$ cat config.mk
export PLATFORM = sky130hd
export DESIGN_NAME = acl_cordic_cell
export DESIGN_NICKNAME = d
export VERILOG_FILES = /design/src/hw/rtl/acl_pkg.sv /design/src/hw/rtl/acl_cordic_cell.sv
export SDC_FILE = /design/constraint.sdc
export NUM_CORES = 1
export LEC_CHECK = 0
export ABC_CLOCK_PERIOD_IN_PS = 900
export BUFFER_PORTS_ARGS = -buffer_cell sky130_fd_sc_hd__buf_2
export CAP_MARGIN = 10
export CORE_UTILIZATION = 25
export DETAILED_ROUTE_END_ITERATION = 8
export PLACE_DENSITY = 0.48
export SYNTH_ARGS = -nofsm -noshare
export SYNTH_HDL_FRONTEND = slang
export SYNTH_SLANG_ARGS = --single-unit
$ cat constraint.sdc
create_clock -name clk -period 0.9 [get_ports clk]
set_clock_uncertainty 0.05 [all_clocks]
set_input_delay 0.045 -clock clk [delete_from_list [all_inputs] [get_ports clk]]
set_output_delay 0.045 -clock clk [all_outputs]
set_load 0.02 [all_outputs]
$ cat src/hw/rtl/acl_pkg.sv
// Shared constants, the CORDIC cell record and the arctangent table.
// Used by the top level, the CORDIC cell and the testbench of the astroid point and arc length core.
package acl_pkg;

    localparam int ANGLE_BITS    = 16;
    localparam int CORDIC_STAGES = 16;
    localparam int STAGE_W       = $clog2(CORDIC_STAGES);
    localparam int CW            = 34;
    localparam int PHASE_W       = ANGLE_BITS - 2;

    localparam logic [1:0] REG_RADIUS   = 2'd0;
    localparam logic [1:0] REG_CENTER_X = 2'd1;
    localparam logic [1:0] REG_CENTER_Y = 2'd2;

    localparam logic [30:0] HALF_PI_Q30 = 31'd1686629713;
    localparam logic [CW-1:0] GAIN_Q30  = CW'(652032874);
    localparam logic [CW-1:0] ONE_Q30   = CW'(1073741824);

    typedef struct packed {
        logic                 valid;
        logic [1:0]           quad;
        logic signed [CW-1:0] x;
        logic signed [CW-1:0] y;
        logic signed [CW-1:0] z;
    } cell_t;

    function automatic logic signed [CW-1:0] atan_q30(input logic [STAGE_W-1:0] i);
        logic signed [CW-1:0] r;
        unique case (i)
            STAGE_W'(0): r = CW'(843314857);
            STAGE_W'(1): r = CW'(497837829);
            STAGE_W'(2): r = CW'(263043837);
            STAGE_W'(3): r = CW'(133525159);
            STAGE_W'(4): r = CW'(67021687);
            STAGE_W'(5): r = CW'(33543516);
            STAGE_W'(6): r = CW'(16775851);
            STAGE_W'(7): r = CW'(8388437);
            STAGE_W'(8): r = CW'(4194283);
            STAGE_W'(9): r = CW'(2097149);
            default:     r = CW'(ONE_Q30 >> i);
        endcase
        return r;
    endfunction

endpackage

$ cat src/hw/rtl/acl_cordic_cell.sv
// One CORDIC rotation cell: rotate by the arctangent table entry for its stage index, direction set by the sign of z.
// Depends on acl_pkg for the cell record and the arctangent table.
module acl_cordic_cell (
    input  logic                        clk,
    input  logic                        rst_n,
    input  logic                        adv,
    input  logic [acl_pkg::STAGE_W-1:0] idx,
    input  acl_pkg::cell_t              din,
    output acl_pkg::cell_t              dout
);

    acl_pkg::cell_t d_reg;
    acl_pkg::cell_t d_next;
    logic signed [acl_pkg::CW-1:0] dx;
    logic signed [acl_pkg::CW-1:0] dy;
    logic signed [acl_pkg::CW-1:0] da;

    always_comb
    begin
        dx = din.y >>> idx;
        dy = din.x >>> idx;
        da = acl_pkg::atan_q30(idx);
        d_next       = din;
        if (!din.z[acl_pkg::CW-1])
        begin
            d_next.x = din.x - dx;
            d_next.y = din.y + dy;
            d_next.z = din.z - da;
        end
        else
        begin
            d_next.x = din.x + dx;
            d_next.y = din.y - dy;
            d_next.z = din.z + da;
        end
    end

    always_ff @(posedge clk or negedge rst_n)
    begin
        if (!rst_n)
            d_reg <= '0;
        else if (adv)
            d_reg <= d_next;
    end

    assign dout = d_reg;

endmodule

=== Word level (Yosys, flattened, before mapping) ===
Index checks and enable logic that the tools add are counted.

* Register bits after elaboration: 105
* Word-level logic and storage cells: 26
* Output and inout port bits: 105

* Add/sub/neg operators: 6
* Reductions and logical operators: 1
* Equal/unequal tests: 9
* Shift-type cells: 3
* Muxes and demuxes: 2

{| class="wikitable"
|+ Operators with widths
! kind !! number
|-
| $pmux W34 S10 || 1
|-
| $add A34 B34 Y34 || 3
|-
| $mux W102 || 1
|-
| $sub A34 B34 Y34 || 3
|-
| $sshr A34 B4 Y34 || 2
|-
| $shr A31 B4 Y34 const A || 1
|-
| $eq A4 B3 Y1 const B || 4
|-
| $eq A4 B2 Y1 const B || 2
|-
| $eq A4 B4 Y1 const B || 2
|-
| $eq A4 B1 Y1 const B || 1
|-
| $logic_not A4 Y1 || 1
|}

=== Logic depth before layout (Yosys ltp) ===
* Word-level depth: 4
* Depth in mapped cells: 30

=== Worst setup path before layout ===
No wires, ideal clock.

* Kind: input -> register
* From: input idx[2] (netlist name)
* To: register d_reg (netlist bit dout[95])
* Arrival time: 5.823 ns
* Cell stages on the path: 28
* Path buffers: 9
* Data required time: 0.779 ns
* Slack: -5.044 ns
* Library setup time: 0.071 ns
* Cells stage by stage: clkbuf_1 > buf_2 > buf_2 > buf_2 > buf_2 > buf_1 > clkbuf_1 > buf_1 > clkbuf_1 > nand2_1 > o21ai_0 > ha_1 > inv_1 > nor4_1 > inv_1 > a21oi_1 > a21oi_1 > xor2_1 > ha_1 > and3_1 > nand2_1 > a211oi_1 > o2111ai_1 > and2_1 > o31ai_1 > a21boi_0 > or4_1 > nand4_1

* Longest elaborated chain between the ends: 3
* Elaborated cells on any way between the ends: 4

{| class="wikitable"
|+ RTL lines
! item !! RTL line !! RTL
|-
| from (decl) || acl_cordic_cell.sv:7 || <nowiki>input logic [acl_pkg::STAGE_W-1:0] idx,</nowiki>
|-
| $sshr A34 B4 Y34 * || acl_cordic_cell.sv:20 || <nowiki>dx = din.y >>> idx;</nowiki>
|-
| $sub A34 B34 Y34 or $add A34 B34 Y34 (tied branches) || acl_cordic_cell.sv:26, acl_cordic_cell.sv:32 ||
|-
| $mux W102 * || acl_cordic_cell.sv:24 || <nowiki>if (!din.z[acl_pkg::CW-1])</nowiki>
|-
| to (signal assigned) || acl_cordic_cell.sv:43 || <nowiki>d_reg <= d_next;</nowiki>
|-
| to (decl) || acl_cordic_cell.sv:12 || <nowiki>acl_pkg::cell_t d_reg;</nowiki>
|}

Every way passes the cells marked *; elsewhere a longest branch is shown, timed or not.
A chain may end at the register's enable or synchronous reset.

=== Worst setup path in the final report ===
* From: input idx[0] (netlist name)
* To: register d_reg (netlist bit dout[93])

Same word-level chain as after synthesis.

==> results.tsv <==
stage	metric	value	unit
synthesis	yosys-top-cells-count	nand2_1 (161), nor2_1 (148), a21oi_1 (140)	
final_layout	multiInputGateArea	14800	sq um
hold_path	hold_class	in2reg	
drt	firstDrtPassIters	5	
global_routing	grt_pass1_wl	113000	um
clock_network	clockBufferDepth	2	
synthesis	synth_top_area_frac	0.165	
clock_network	cts.clk_slew.worst_paths	0.08	ns
synthesis	ys_seq_area_frac	0.165	
die	start_util	0.253	
synthesis	synth_most_common_cell	nand2_1	
drt	totalWireLength	76400	um
clock_network	ctsHoldBuffers	5	
power_and_ir_drop	p_switching	19300	uW
worst_setup_path	worstPathMaxFanout	6	
worst_setup_path	endpoint_kind	register	
synthesis	postSynthCellCount	1871	
synthesis	synthTopCellsByArea	dfrtp_1 (17%), ha_1 (8.0%), mux2_2 (7.7%)	
die	io_pins	217	
drt	drt-initial-drc-count	1333	
power_and_ir_drop	p_leak	0.0131	uW
sta	finalSetupTns	-310.34	ns
final_layout	area_delta_synth_final	79.6	%
die	die_width	254	um
global_routing	track_usage	0.229	
sta	fin_crit_sh	5.07	
worst_setup_path	crit-reg2reg-launch	dout[32]$_DFFE_PN0P_	
worst_setup_path	crit_type	in2reg	
global_routing	met2_usage	0.404	
worst_setup_path	r2r_cells	4	
sta	final-setup-viol-count	207	
clock_network	clock-sinks	105	
sta	slew_viol_final	0	
global_routing	grt_use_met1	0.281	
worst_setup_path	r2r_end	dout[32]$_DFFE_PN0P_	
drt	drc	0	
sta	min_period	4.56	ns
synthesis	ys_warn_count	0	
clock_network	cts_root_buf	clkbuf_16	
worst_setup_path	crit_cells	26	
sta	fmax	219	MHz
worst_setup_path	crit_required	1.15	ns
drt	wl_per_cell	20.3	um
power_and_ir_drop	power_density	1670	nW/um^2
worst_setup_path	critPathCapture	dout[93]$_DFFE_PN0P_	
die	dieArea	64700	sq um
synthesis	syn_avg_cell_area	8.50	sq um
status	outcome	finished, violations left	
worst_setup_path	critPathLaunch	idx[0]	
worst_setup_path	cp_slowest_cell	mux4_2	
worst_setup_path	timing.critical_path.mode_cell	buf_12	
global_routing	grt-busiest-layer	met2	
power_and_ir_drop	pwr-share-clk	0.098	
power_and_ir_drop	ir_drop	1.37	mV
final_layout	largest_reg_flops	105	
power_and_ir_drop	p_int	28400	uW
status	violations	negative hold slack, negative setup slack	
worst_setup_path	crit_buf_inv	7	
final_layout	seqCellArea	2630	sq um
clock_network	cts_tree	done	
clock_network	clk_latency	0.40	ns
die	core_area	63000	sq um
worst_setup_path	max_stage_delay	0.50	ns
global_routing	antenna_found_initial	7	
flow_run	drv_cap	0	
power_and_ir_drop	swShare	0.405	
final_layout	n_fill_cell	6138	
global_routing	met3_usage	0.0402	
final_layout	drive_above_1_share	0.571	
placement	io_buffers	216	
synthesis	ys_async_sr_fraction	1.00	
worst_setup_path	r2r_slack	-0.15	ns
sta	finalHoldViolCount	4	
drt	viasPerCell	5.10	
drt	ant_nets	0	
sta	rsz0062_at_grt	true	
synthesis	ys_types	94	
placement	hpwl	60100	um
synthesis	postSynthNetCount	2088	
sta	hold_ws	-0.0331	ns
sta	worstMarginPinSlew	0.587	ns
power_and_ir_drop	p_comb_frac	0.732	
power_and_ir_drop	seq_power_share	0.169	
worst_setup_path	cp-start-kind	primary input	
worst_setup_path	critPathArrivalTime	4.81	ns
global_routing	grt_pass1_vias	19400	
synthesis	syn_area	15900	sq um
placement	place_congestion	0.914	
worst_setup_path	cp_top_family	compound AO/OA/AOI/OAI gates	
sta	fin_ws	-3.66	ns
global_routing	gr-total-overflow	0	
clock_network	htreeDepth	3	
synthesis	ys.flop_type	dfrtp_1	
die	die_height	254	um
global_routing	grt_max_degree	55	
synthesis	synth-edff-count	0	
clock_network	cts-buffers-inserted	9	
final_layout	final_nets	3116	
synthesis	ys_ff_latch	105	
synthesis	synth.largest_area_cell	dfrtp_1	
die	placementRows	92	
drt	vias	19100	
hold_path	min_from	din[0]	
sta	relSlewSlack	0.604	
worst min path at each step:
stage	end	depth (start not counted)
after floorplan	dout[0]$_DFFE_PN0P_	0
after global placement	dout[9]$_DFFE_PN0P_	2
after detailed placement	dout[10]$_DFFE_PN0P_	2
after CTS	dout[0]$_DFFE_PN0P_	3
after global routing	dout[0]$_DFFE_PN0P_	3
final	dout[0]$_DFFE_PN0P_	3
per-stage QoR:
step / total power, uW / util / area [sq um] / worst slack [ns] / instances
2_1_floorplan: 22300 / - / 16700 / -3.84 / 1871
3_3_place_gp: 33800 / 0.376 / 23700 / -4.27 / 3544
3_5_place_dp: 34100 / 0.376 / 23700 / -4.41 / 3544
4_1_cts: 42300 / 0.417 / 26300 / -3.69 / 3647
5_1_grt: 50500 / 0.454 / 28600 / -3.88 / 3754
6_report: 47600 / 0.454 / 28600 / -3.66 / 3755
routing by layer:
layer	vias up	wire, um
li1	9109	-
met5	-	32
met3	111	3980
met2	540	38300
met4	4	2050
met1	9378	32000
cells in the final DEF (no fill, tap or decap), types with 79 or more instances in the layout:
master | synthesis | final
a21oi_1 | 140 | 79
buf_2 | 27 | 103
buf_4 | 0 | 795
buf_6 | 5 | 189
dfrtp_1 | 105 | 104
ha_1 | 102 | 82
nand2_1 | 161 | 148
nor2_1 | 148 | 129
o21ai_0 | 122 | 81
xnor2_1 | 105 | 85
final cells by class:
class | instances | area share
sequential | 105 | 0.0920
inverter | 58 | 0.00806
clock buffer | 11 | 0.00884
tap | 846 | 0.0370
multi-input combinational | 1592 | 0.518
timing repair buffer | 1133 | 0.333
antenna | 5 | 0.000438
clock inverter | 5 | 0.00271
power groups by stage:
stage          Clock [uW]  Combinational (uW)  Sequential (uW)
2_1_floorplan           0               12300             9930
3_3_place_gp            0               26100             7770
3_5_place_dp            0               26300             7790
4_1_cts              4880               29700             7760
5_1_grt              5010               37200             8290
6_report             4680               34900             8070
kinds of logic after synthesis:
logic type | Yosys count | share of synthesized area
buffers and inverters | 174 | 0.0506
and+or+nand+nor | 530 | 0.160
adders and majority gates | 105 | 0.0840
AOI/OAI and AO/OA | 555 | 0.229
muxes | 248 | 0.226
DFF | 105 | 0.165
xor gates and xnor gates | 154 | 0.0848
worst min-delay path, delay by kind of cell:
family                     cells  cell delay, ns
adders and majority gates      1            0.12
buffers and inverters          1            0.10
muxes                          1            0.12
timing repair:
action                                  CTS  global route
endpoints found under the setup margin  207           207
resized for setup                       326           384
endpoints found under the hold margin   113             4
gates cloned                              4             1
pin swaps                               160           175
setup buffers                            83           118
No activity file was read; power rests on OpenSTA's default activity.
